[src/rtl/stig_pkg.sv]
// Package for the UV-sphere triangle index generator.
// Request/result beat types, part codes, register indexes and range limits.
package stig_pkg;

    localparam int CFG_W  = 9;   // width of each configuration register
    localparam int IDX_W  = 17;  // width of every index field
    localparam int CIDX_W = 2;   // configuration register index width

    localparam int DEF_MAX_RINGS    = 256;
    localparam int DEF_MAX_SEGMENTS = 256;

    localparam logic [CFG_W-1:0] RING_LO  = CFG_W'(1);
    localparam logic [CFG_W-1:0] SEG_LO   = CFG_W'(3);
    localparam logic [CFG_W-1:0] RING_RST = CFG_W'(1);
    localparam logic [CFG_W-1:0] SEG_RST  = CFG_W'(3);

    localparam logic [CIDX_W-1:0] REG_RING_COUNT    = CIDX_W'(0);
    localparam logic [CIDX_W-1:0] REG_SEGMENT_COUNT = CIDX_W'(1);

    localparam logic [1:0] PART_UPPER = 2'd0;
    localparam logic [1:0] PART_LOWER = 2'd1;
    localparam logic [1:0] PART_SOUTH = 2'd2;
    localparam logic [1:0] PART_NORTH = 2'd3;

    typedef struct packed {
        logic [7:0] row;
        logic [7:0] column;
        logic [1:0] part;
    } t_req;

    typedef struct packed {
        logic [IDX_W-1:0] slot;
        logic [IDX_W-1:0] vert_a;
        logic [IDX_W-1:0] vert_b;
        logic [IDX_W-1:0] vert_c;
        logic [IDX_W-1:0] norm_a;
        logic [IDX_W-1:0] norm_b;
        logic [IDX_W-1:0] norm_c;
        logic [IDX_W-1:0] tex_a;
        logic [IDX_W-1:0] tex_b;
        logic [IDX_W-1:0] tex_c;
        logic             rejected;
    } t_res;

    // Mesh constants derived from the configuration, held in registers.
    typedef struct packed {
        logic [CFG_W-1:0] ring;      // R
        logic [CFG_W-1:0] seg;       // S
        logic [IDX_W-1:0] rs;        // R*S
        logic [IDX_W-1:0] rs_m_s;    // (R-1)*S: vertex base of the top ring
        logic [IDX_W-1:0] rs2_m_s;   // 2*R*S - S: first north fan slot
        logic [IDX_W-1:0] rs_p_r;    // R*(S+1): first pole texture index
        logic [IDX_W-1:0] tex_top;   // (R-1)*(S+1): texture base of the top ring
    } t_mesh;

endpackage

[src/rtl/stig_calc.sv]
// Index arithmetic for one triangle request (combinational).
// Depends on stig_pkg for the beat types and mesh constants.
module stig_calc (
    input  stig_pkg::t_req  i_req,
    input  stig_pkg::t_mesh i_mesh,
    output stig_pkg::t_res  o_res
);
    import stig_pkg::*;

    logic [IDX_W-1:0] seg;
    logic [IDX_W-1:0] seg_p1;
    logic [IDX_W-1:0] row;
    logic [IDX_W-1:0] col;
    logic [IDX_W-1:0] col_p1;
    logic [IDX_W-1:0] col_wrap;
    logic [IDX_W-1:0] cell_base;
    logic [IDX_W-1:0] cell_tex;
    logic [CFG_W-1:0] row_p1;
    logic             is_cell;
    logic             bad;
    t_res             res;

    assign seg      = IDX_W'(i_mesh.seg);
    assign seg_p1   = seg + IDX_W'(1);
    assign row      = IDX_W'(i_req.row);
    assign col      = IDX_W'(i_req.column);
    assign col_p1   = col + IDX_W'(1);
    // next column around the ring, wrapping at the seam for vertices/normals
    assign col_wrap = (col_p1 == seg) ? '0 : col_p1;

    assign cell_base = row * seg;
    assign cell_tex  = cell_base + row;   // row*(S+1)

    assign row_p1  = CFG_W'(i_req.row) + CFG_W'(1);
    assign is_cell = (i_req.part == PART_UPPER) || (i_req.part == PART_LOWER);
    assign bad     = (CFG_W'(i_req.column) >= i_mesh.seg) ||
                     (is_cell && (row_p1 >= i_mesh.ring));

    always_comb begin
        res = '0;
        unique case (i_req.part)
            PART_UPPER: begin
                res.slot   = cell_base + col;
                res.vert_a = cell_base + col;
                res.vert_b = cell_base + col_wrap;
                res.vert_c = cell_base + seg + col_wrap;
                res.norm_a = res.vert_a;
                res.norm_b = res.vert_b;
                res.norm_c = res.vert_c;
                res.tex_a  = cell_tex + col;
                res.tex_b  = cell_tex + col_p1;
                res.tex_c  = cell_tex + seg_p1 + col_p1;
            end
            PART_LOWER: begin
                res.slot   = i_mesh.rs + cell_base + col;
                res.vert_a = cell_base + col;
                res.vert_b = cell_base + seg + col_wrap;
                res.vert_c = cell_base + seg + col;
                res.norm_a = res.vert_a;
                res.norm_b = res.vert_b;
                res.norm_c = res.vert_c;
                res.tex_a  = cell_tex + col;
                res.tex_b  = cell_tex + seg_p1 + col_p1;
                res.tex_c  = cell_tex + seg_p1 + col;
            end
            PART_SOUTH: begin
                res.slot   = i_mesh.rs_m_s + col;
                res.vert_a = i_mesh.rs;
                res.vert_b = col_wrap;
                res.vert_c = col;
                res.norm_a = i_mesh.rs + col;
                res.norm_b = col_wrap;
                res.norm_c = col;
                res.tex_a  = i_mesh.rs_p_r + col;
                res.tex_b  = col_p1;
                res.tex_c  = col;
            end
            PART_NORTH: begin
                res.slot   = i_mesh.rs2_m_s + col;
                res.vert_a = i_mesh.rs + IDX_W'(1);
                res.vert_b = i_mesh.rs_m_s + col;
                res.vert_c = i_mesh.rs_m_s + col_wrap;
                res.norm_a = i_mesh.rs + seg + col;
                res.norm_b = res.vert_b;
                res.norm_c = res.vert_c;
                res.tex_a  = i_mesh.rs_p_r + seg + col;
                res.tex_b  = i_mesh.tex_top + col;
                res.tex_c  = i_mesh.tex_top + col_p1;
            end
            default: res = '0;
        endcase
        if (bad) begin
            res          = '0;
            res.rejected = 1'b1;
        end
    end

    assign o_res = res;

endmodule

[src/rtl/sphere_triangle_index_gen.sv]
// UV-sphere triangle index generator, top level.
// Depends on stig_pkg and stig_calc.
//
// Usage: a request beat (row, column, part) enters on the input channel and
// one result beat (buffer slot, three vertex, normal and texture indices,
// reject flag) leaves on the output channel, in request order. A beat moves
// when its valid is high and its stall is low.
// Path: an accepted request is held in the input register, then the index
// arithmetic result is captured in the result register, which drives the
// output channel.
// Throughput: one beat per cycle unless the receiver stalls; the input and
// result registers form a two-stage pipeline, so a new request is taken while
// a finished result still waits. The row*segment multiply is the longest path.
// Receiver stall: the result register holds; the input register holds behind
// it and the input channel stalls only once both are full.
// Configuration: ring_count (index 0) and segment_count (index 1) are written
// through the plain write port while the block is idle: a rule for the user,
// not enforced by the block. Out-of-range values saturate, other indexes are
// ignored. The derived mesh constants are registered the cycle after a write.
// Reset (synchronous, active low): pipeline empty, ring_count 1,
// segment_count 3.
module sphere_triangle_index_gen #(
    parameter int MAX_RINGS    = stig_pkg::DEF_MAX_RINGS,
    parameter int MAX_SEGMENTS = stig_pkg::DEF_MAX_SEGMENTS
) (
    input  logic                             i_clk,
    input  logic                             i_rst_n,
    input  logic                             i_cfg_we,
    input  logic [stig_pkg::CIDX_W-1:0]      i_cfg_index,
    input  logic [stig_pkg::CFG_W-1:0]       i_cfg_data,
    input  logic                             i_in_valid,
    output logic                             o_in_stall,
    input  stig_pkg::t_req                   i_in_data,
    output logic                             o_out_valid,
    input  logic                             i_out_stall,
    output stig_pkg::t_res                   o_out_data
);
    import stig_pkg::*;

    localparam int CFG_MAX = (1 << CFG_W) - 1;
    localparam logic [CFG_W-1:0] RING_HI =
        CFG_W'((MAX_RINGS > CFG_MAX) ? CFG_MAX : MAX_RINGS);
    localparam logic [CFG_W-1:0] SEG_HI =
        CFG_W'((MAX_SEGMENTS > CFG_MAX) ? CFG_MAX : MAX_SEGMENTS);

    logic [CFG_W-1:0]   r_ring;
    logic [CFG_W-1:0]   r_seg;
    logic [CFG_W-1:0]   n_ring;
    logic [CFG_W-1:0]   n_seg;
    t_mesh              r_mesh;
    t_mesh              n_mesh;
    logic [2*CFG_W-1:0] prod_rs;

    logic               r_s1_valid;
    t_req               r_s1_req;
    logic               r_out_valid;
    t_res               r_out_data;
    t_res               calc_res;
    logic               out_take;
    logic               s1_load;

    // ---------------- configuration ----------------
    always_comb begin
        n_ring = r_ring;
        n_seg  = r_seg;
        if (i_cfg_we) begin
            unique case (i_cfg_index)
                REG_RING_COUNT: begin
                    if (i_cfg_data < RING_LO)      n_ring = RING_LO;
                    else if (i_cfg_data > RING_HI) n_ring = RING_HI;
                    else                           n_ring = i_cfg_data;
                end
                REG_SEGMENT_COUNT: begin
                    if (i_cfg_data < SEG_LO)       n_seg = SEG_LO;
                    else if (i_cfg_data > SEG_HI)  n_seg = SEG_HI;
                    else                           n_seg = i_cfg_data;
                end
                default: ;
            endcase
        end
    end

    always_ff @(posedge i_clk) begin
        if (!i_rst_n) begin
            r_ring <= RING_RST;
            r_seg  <= SEG_RST;
        end else begin
            r_ring <= n_ring;
            r_seg  <= n_seg;
        end
    end

    // Mesh constants, all modulo 2^17 like the output fields.
    assign prod_rs = (2*CFG_W)'(r_ring) * (2*CFG_W)'(r_seg);
    always_comb begin
        n_mesh.ring    = r_ring;
        n_mesh.seg     = r_seg;
        n_mesh.rs      = prod_rs[IDX_W-1:0];
        n_mesh.rs_m_s  = prod_rs[IDX_W-1:0] - IDX_W'(r_seg);
        n_mesh.rs2_m_s = {prod_rs[IDX_W-2:0], 1'b0} - IDX_W'(r_seg);
        n_mesh.rs_p_r  = prod_rs[IDX_W-1:0] + IDX_W'(r_ring);
        n_mesh.tex_top = prod_rs[IDX_W-1:0] + IDX_W'(r_ring) - IDX_W'(r_seg)
                         - IDX_W'(1);
    end

    always_ff @(posedge i_clk) begin
        r_mesh <= n_mesh;
    end

    // ---------------- pipeline ----------------
    assign out_take   = !r_out_valid || !i_out_stall;
    assign s1_load    = !r_s1_valid || out_take;
    assign o_in_stall = !s1_load;

    always_ff @(posedge i_clk) begin
        if (!i_rst_n) begin
            r_s1_valid  <= 1'b0;
            r_out_valid <= 1'b0;
        end else begin
            if (s1_load)  r_s1_valid  <= i_in_valid;
            if (out_take) r_out_valid <= r_s1_valid;
        end
    end

    always_ff @(posedge i_clk) begin
        if (s1_load && i_in_valid) r_s1_req   <= i_in_data;
        if (out_take && r_s1_valid) r_out_data <= calc_res;
    end

    stig_calc u_calc (
        .i_req  (r_s1_req),
        .i_mesh (r_mesh),
        .o_res  (calc_res)
    );

    assign o_out_valid = r_out_valid;
    assign o_out_data  = r_out_data;

    // ---------------- checks ----------------
    a_reject_zero: assert property (@(posedge i_clk) disable iff (!i_rst_n)
        (r_out_valid && r_out_data.rejected) |->
            (r_out_data.slot == '0 && r_out_data.vert_a == '0 &&
             r_out_data.tex_c == '0))
        else $error("rejected result carries nonzero indices");

    a_cfg_range: assert property (@(posedge i_clk) disable iff (!i_rst_n)
        (r_ring >= RING_LO && r_ring <= RING_HI &&
         r_seg >= SEG_LO && r_seg <= SEG_HI))
        else $error("configuration register outside its range");

    a_stall_full: assert property (@(posedge i_clk) disable iff (!i_rst_n)
        o_in_stall |-> (r_s1_valid && r_out_valid && i_out_stall))
        else $error("input stalled with room in the pipeline");

    a_result_moves: assert property (@(posedge i_clk) disable iff (!i_rst_n)
        (r_s1_valid && out_take) |=> r_out_valid)
        else $error("request in flight lost on the way to the result register");

endmodule

[config.mk]
export PLATFORM = sky130hd
export DESIGN_NAME = sphere_triangle_index_gen
export DESIGN_NICKNAME = d
export VERILOG_FILES = /design/src/rtl/stig_pkg.sv /design/src/rtl/stig_calc.sv /design/src/rtl/sphere_triangle_index_gen.sv
export SDC_FILE = /design/constraint.sdc
export NUM_CORES = 1
export LEC_CHECK = 0
export ABC_CLOCK_PERIOD_IN_PS = 23000
export CAP_MARGIN = 20
export CORE_ASPECT_RATIO = 0.7
export CORE_MARGIN = 1
export CORE_UTILIZATION = 45
export DETAILED_ROUTE_END_ITERATION = 8
export DONT_BUFFER_PORTS = 1
export SLEW_MARGIN = 40
export SYNTH_ARGS = -nofsm -noshare
export SYNTH_HDL_FRONTEND = slang
export SYNTH_SLANG_ARGS = --single-unit
[constraint.sdc]
create_clock -name i_clk -period 23 [get_ports i_clk]
set_input_delay 3.45 -clock i_clk [delete_from_list [all_inputs] [get_ports i_clk]]
set_output_delay 3.45 -clock i_clk [all_outputs]
set_load 0.01 [all_outputs]
==> impl_metrics.env, run 1 <==
export IMPL_cp_arrival_ns=8.63
export IMPL_grt_total_usage_pct=29.3
export IMPL_fin_worst_skew_ns=0.0467
export IMPL_rows=77
export IMPL_p_seq_share_pct=23.6
export IMPL_synth_seq_cells=277
export IMPL_die_w_um=305
export IMPL_dr_pass1_iters=6
export IMPL_min_path_type="reg2reg"
export IMPL_cpPeakStageDelay_ns=0.80
export IMPL_p_switching_mw=1.27
export IMPL_post_cts_buffers=0
export IMPL_ys_warn_count=0
export IMPL_powerDensity_nw_per_um2=91.5
export IMPL_via_per_inst=5.87
export IMPL_grt_start_max_net_pins=70
export IMPL_finalCritPeriodShare_pct=36.3
export IMPL_report_final_hold_viol_count=0
export IMPL_fin_crit_ns=8.35
export IMPL_ys_seq_area_share_pct=24.5
export IMPL_worst_pin_slew_ns=0.895
export IMPL_synth_edf_count=155
export IMPL_worstPathBufferInverterCount=4
export IMPL_multi_input_area_um2=19900
export IMPL_rsz0062_at_grt="no"
export IMPL_max_cap_violations=0
export IMPL_start_util_pct=45.7
export IMPL_grt_antenna_before_repair=12
export IMPL_worstPathRequired_ns=23.28
export IMPL_dp_slack_ns=14.77
export IMPL_h_tree_depth=2
export IMPL_vias=23800
export IMPL_io_pins=207
export IMPL_drive_above_1_share_pct=5.55
export IMPL_synth_area_um2=28900
export IMPL_status="finished, final reports clean"
export IMPL_ir_worst_vdd_mv=0.0614
export IMPL_ys_types=102
export IMPL_synth_ff_type="edfxtp_1"
export IMPL_setup_viol=0
export IMPL_io_buffers=0
export IMPL_finalMaxSlewViolations=0
export IMPL_slew_limit_headroom_pct=40.3
export IMPL_first_global_vias=23800
export IMPL_synth_cells=3270
export IMPL_clockBufferDepth=3
export IMPL_nNetsFinal=3691
export IMPL_pwr_share_comb_pct=56.6
export IMPL_cts_sinks=277
export IMPL_ant_nets=0
export IMPL_cts_hold_buffers=0
export IMPL_drc_errors=0
export IMPL_cts_root_buf="clkbuf_16"
export IMPL_switching_share_pct=45.2
export IMPL_cts_buffers=35
export IMPL_internal_power_mw=1.55
export IMPL_endpoint_kind="flip-flop"
export IMPL_path_delay_family="adder cells"
export IMPL_synthTopCellsByArea="edfxtp_1 16%, ha_1 14%, fa_1 9.6%"
export IMPL_synth_fp_nets=3763
export IMPL_synth_top_area_share_pct=16.1
export IMPL_leakagePower_nw=13.4
export IMPL_cp_slowest_cell="dfxtp_1"
export IMPL_async_flop_share_pct=0
export IMPL_finalWorstSetupSlack_ns=14.65
export IMPL_path_class="reg2reg"
export IMPL_wl_per_cell_um=23.6
export IMPL_clock_power_share_pct=19.8
export IMPL_cts_resized=0
export IMPL_cts_clk_slew_worst_paths_ns=0.06
export IMPL_die_area_um2=65300
export IMPL_startpoint_type="flip-flop"
export IMPL_yosysTopAreaCell="edfxtp_1"
export IMPL_finalSetupTns_ns=0
export IMPL_tritoncts="done"
export IMPL_dieHeight_um=214
export IMPL_core_area_um2=63300
export IMPL_gp_congestion=0.949
export IMPL_drt_iter0_drc=2218
export IMPL_placed_cells=3990
export IMPL_n_fill_cell=5939
export IMPL_routed_wl_mm=95.8
export IMPL_stdcell_count=4057
export IMPL_register_area_um2=7100
export IMPL_grt_pass1_wl_mm=145
export IMPL_syn_area_per_cell_um2=8.84
export IMPL_clk_latency_ns=0.58
export IMPL_grt_ovfl_total=0
export IMPL_clock_fmax_mhz=120
export IMPL_hpwl_mm=76.1
export IMPL_worstPathMaxFanout=15
export IMPL_areaGrowthSynthToFinish_pct=6.53
## layout make-up
| class | count | area share (%) |
|---|---|---|
| clock buffer | 47 | 3.23 |
| tap | 829 | 3.37 |
| sequential | 277 | 23.0 |
| clock inverter | 17 | 0.463 |
| timing repair buffer | 45 | 1.11 |
| inverter | 330 | 4.04 |
| multi-input combinational | 2509 | 64.7 |
| antenna | 3 | 0.0244 |
## flip-flops by register name (all words and copies together) (netlist names)
name	flops
r_s1_valid	1
r_seg	9
r_s1_req	18
o_out_valid	1
o_out_data	137
r_ring	9
r_mesh	102
## logic make-up (layout without fill, tap and decap cells)
family / after synthesis / count (layout) / synth area share [%]
other: 0 / 3 / 0
adders and majority gates: 459 / 459 / 23.5
buffers and inverters: 484 / 439 / 6.83
and+or+nand+nor: 911 / 911 / 15.1
xor gates and xnor gates: 378 / 378 / 11.9
muxes: 27 / 27 / 1.47
AOI/OAI and AO/OA: 734 / 734 / 16.7
DFF: 277 / 277 / 24.5
## per-layer routing
metal / global-route usage, % / share of wire (%) / up-vias
met4: 7.17 / 2.2 / 12
met1: 42.2 / 46 / 11600
li1: - / - / 11100
met5: 0 / 0.086 / -
met2: 44.6 / 43 / 965
met3: 5.87 / 9.1 / 151
## synthesized netlist by cell type (all sizes together), types with 19 or more instances
master / n
inv: 329
ha: 320
xnor2: 272
nor2: 270
nand2: 249
a21oi: 220
edfxtp: 155
fa: 139
o21ai: 128
dfxtp: 122
xor2: 106
and2: 99
clkbuf: 96
nor3: 69
a21o: 66
o21bai: 59
buf: 58
a211oi: 54
nand3: 52
nor2b: 45
o21a: 35
a21boi: 32
and3: 32
nand2b: 19
o211ai: 19
## worst min-delay path, cell delays in order, from the launching register on
cell and delay (ns):
dfxtp_1 0.34, a21oi_1 0.05, nor2b_1 0.09
## through the flow
step	hold WS, ns	util, %	power [mW]	instance area [um^2]
6_report	0.515	48.7	2.82	30800
5_1_grt	0.567	48.6	3.01	30800
4_1_cts	0.519	48.6	2.80	30800
3_5_place_dp	0.503	46.8	2.23	29600
3_3_place_gp	0.490	46.7	2.20	29600
2_1_floorplan	0.329	-	1.83	28900
## power groups by stage
| stage | Clock, mW | Sequential (mW) | Combinational (mW) |
|---|---|---|---|
| 2_1_floorplan | 0 | 0.653 | 1.17 |
| 3_3_place_gp | 0 | 0.673 | 1.53 |
| 3_5_place_dp | 0 | 0.674 | 1.56 |
| 4_1_cts | 0.569 | 0.664 | 1.57 |
| 5_1_grt | 0.588 | 0.671 | 1.75 |
| 6_report | 0.558 | 0.665 | 1.60 |
## final timing paths
kind	endpoint	from	depth (start not counted)	slack (ns)
max	o_out_data[17]	r_mesh[87]	26	14.65
min	o_out_valid	r_s1_valid	2	0.51
max reg2reg	o_out_data[17]	r_mesh[87]	26	14.65
min reg2reg	o_out_valid	r_s1_valid	2	0.51
## placed cells by master (no fill, tap or decap), drive strengths merged, types with 47 or more instances in the layout
master / count
o21ai: 128
a211oi: 54
and2: 99
fa: 139
ha: 320
a21oi: 220
nor2: 270
nor3: 69
a21o: 66
dfxtp: 122
xnor2: 272
edfxtp: 155
nand3: 52
clkbuf: 47
nand2: 249
xor2: 106
o21bai: 59
inv: 331
Power figures use the tool's default switching activity.
==> inputs of run 2 (changes only) <==
--- a/config.mk
+++ b/config.mk
@@ -5,7 +5,7 @@
 export SDC_FILE = /design/constraint.sdc
 export NUM_CORES = 1
 export LEC_CHECK = 0
-export ABC_CLOCK_PERIOD_IN_PS = 23000
+export ABC_CLOCK_PERIOD_IN_PS = 8260
 export CAP_MARGIN = 20
 export CORE_ASPECT_RATIO = 0.7
 export CORE_MARGIN = 1
==> constraint.sdc (replaced) <==
create_clock -name i_clk -period 8.26 [get_ports i_clk]
set_input_delay 1.239 -clock i_clk [delete_from_list [all_inputs] [get_ports i_clk]]
set_output_delay 1.239 -clock i_clk [all_outputs]
set_load 0.01 [all_outputs]
==> run 2 against run 1 <==
Against the previous run:
- clock-buffer cell count down 7
- sequential power increased to 2.8 times the previous value
- combinational power rose to 2.8 times the previous value
- sequential share of layout area shrank 0.22 points
- non-clock buffer count increased by 31
- largest cell class unchanged
==> impl_metrics.env, run 2 (same netlist as run 1, synthesis figures left out) <==
export IMPL_clock_power_share_pct=19.9
export IMPL_cts_clk_slew_worst_paths_ns=0.06
export IMPL_leakagePower_nw=13.6
export IMPL_grt_use_met1_pct=45.4
export IMPL_placed_cells=4012
export IMPL_register_area_um2=7100
export IMPL_final_util_pct=49.1
export IMPL_rsz0062_at_grt="no"
export IMPL_fin_worst_skew_ns=0.0297
export IMPL_drive_above_1_share_pct=6.52
export IMPL_path_class="reg2reg"
export IMPL_critical_path_startpoint="r_s1_req[12]"
export IMPL_worstPathBufferInverterCount=2
export IMPL_dieHeight_um=214
export IMPL_rows=77
export IMPL_reg2reg_depth=28
export IMPL_tritoncts="done"
export IMPL_worstPathRequired_ns=8.55
export IMPL_clockBufferDepth=3
export IMPL_most_common_layout_cells="322 x inv_1, 320 x ha_1, 269 x nor2_1"
export IMPL_via_per_inst=5.88
export IMPL_io_buffers=0
export IMPL_grt_start_max_net_pins=106
export IMPL_pwr_share_comb_pct=57.0
export IMPL_worst_pin_slew_ns=0.860
export IMPL_drt_iter0_drc=2041
export IMPL_first_global_vias=24000
export IMPL_dp_slack_ns=0.226
export IMPL_startpoint_type="flip-flop"
export IMPL_wl_per_cell_um=24.5
export IMPL_grt_ovfl_total=0
export IMPL_use_met3_pct=6.03
export IMPL_io_pins=207
export IMPL_setup_viol=0
export IMPL_top_usage_layer="met2"
export IMPL_cpPeakStageDelay_ns=0.57
export IMPL_min_path_type="reg2reg"
export IMPL_largest_reg_flops=137
export IMPL_crit_end="o_out_data[14]"
export IMPL_routed_wl_mm=100
export IMPL_finalMaxSlewViolations=0
export IMPL_grt_use_met2_pct=45.9
export IMPL_n_fill_cell=5941
export IMPL_powerDensity_nw_per_um2=257
export IMPL_slew_limit_headroom_pct=42.7
export IMPL_die_w_um=305
export IMPL_r2r_start="r_s1_req[12]"
export IMPL_h_tree_depth=2
export IMPL_grt_pass1_wl_mm=151
export IMPL_nNetsFinal=3721
export IMPL_fin_crit_ns=7.70
export IMPL_gp_congestion=0.997
export IMPL_p_switching_mw=3.62
export IMPL_internal_power_mw=4.37
export IMPL_cts_buffers=34
export IMPL_dr_pass1_iters=5
export IMPL_hpwl_mm=81.2
export IMPL_whs_ns=0.535
export IMPL_p_seq_share_pct=23.1
export IMPL_r2r_slack_ns=0.56
export IMPL_finalSetupTns_ns=0
export IMPL_drc_errors=0
export IMPL_cp_slowest_cell="o21ai_0"
export IMPL_cts_sinks=277
export IMPL_core_area_um2=63300
export IMPL_r2r_end="o_out_data[14]"
export IMPL_status="finished, final reports clean"
export IMPL_worstPathMaxFanout=8
export IMPL_cts_root_buf="clkbuf_16"
export IMPL_ant_nets=0
export IMPL_grt_antenna_before_repair=12
export IMPL_start_util_pct=45.7
export IMPL_die_area_um2=65300
export IMPL_cp_arrival_ns=7.98
export IMPL_cp_depth=28
export IMPL_clk_latency_ns=0.58
export IMPL_vias=24000
export IMPL_finalCritPeriodShare_pct=93.2
export IMPL_multi_input_area_um2=20000
export IMPL_clock_fmax_mhz=130
export IMPL_areaGrowthSynthToFinish_pct=7.56
export IMPL_switching_share_pct=45.4
export IMPL_stdcell_count=4087
export IMPL_report_final_hold_viol_count=0
export IMPL_path_delay_family="adder cells"
export IMPL_finalWorstSetupSlack_ns=0.565
export IMPL_final_common_cell="inv_1"
export IMPL_max_cap_violations=0
export IMPL_ir_worst_vdd_mv=0.155
export IMPL_grt_total_usage_pct=30.7
export IMPL_endpoint_kind="flip-flop"
[run 2: cell count changes in the layout (fill, tap and decap cells not counted), sizes merged]
cell / before / now
diode: 3 / 4
clkinv: 10 / 11
bufinv: 1 / 3
inv: 331 / 334
clkbuf: 47 / 40
buf: 45 / 76
clkinvlp: 5 / 4
[run 2: repair_timing]
item                       4_1_cts  5_1_grt
setup endpoints to repair        0       16
gates resized for setup          0        3
setup buffers                    0        8
hold buffers                     0        0
[run 2: final cells by class]
| type | instances | area share, % |
|---|---|---|
| multi-input cells | 2509 | 64.2 |
| flip-flops and latches | 277 | 22.8 |
| inverters | 330 | 4.00 |
| well taps | 829 | 3.34 |
| clock buffers | 40 | 2.98 |
| repair buffers | 76 | 1.90 |
| clock inverters | 22 | 0.760 |
| diodes | 4 | 0.0322 |
[run 2: per-stage QoR]
step / cell area (um^2) / power, mW
2_1_floorplan: 28900 / 5.08
3_3_place_gp: 29800 / 6.26
3_5_place_dp: 29800 / 6.31
4_1_cts: 31000 / 7.93
5_1_grt: 31100 / 8.52
6_report: 31100 / 7.99
[run 2: worst min-delay path by stage]
stage	cells past startpoint	to	slack [ns]	from
floorplan	0	r_mesh[34]	0.33	r_seg[0]
global placement	2	o_out_valid	0.48	r_s1_valid
detailed placement	2	o_out_valid	0.52	r_s1_valid
CTS	2	o_out_valid	0.53	r_s1_valid
global route	0	r_mesh[95]	0.55	r_ring[1]
finish	2	o_out_valid	0.53	r_s1_valid
[run 2: power groups by stage]
stage,sequential [mW],combinational (mW),clock [mW]
after floorplan,1.81,3.27,0
after global placement,1.87,4.39,0
after detailed placement,1.88,4.43,0
after CTS,1.85,4.47,1.62
after global routing,1.87,4.98,1.67
final,1.85,4.55,1.59
[run 2: worst reg2reg max path: cells and delay by family (launching register included)]
family / cells / cell delay [ns]
buf+inv: 2 / 0.09
flops: 1 / 0.55
compound gates: 8 / 1.96
fa+ha+maj: 8 / 3.18
xor+xnor: 3 / 0.82
simple gates: 7 / 0.84
[run 2: layer usage]
metal / share of wire [%] / routed length, um / vias up
met4: 2.1 / 2080 / 8
met3: 8.7 / 8700 / 118
li1: - / - / 11100
met1: 47 / 47300 / 11900
met2: 42 / 42200 / 861
met5: 0.050 / 50 / -
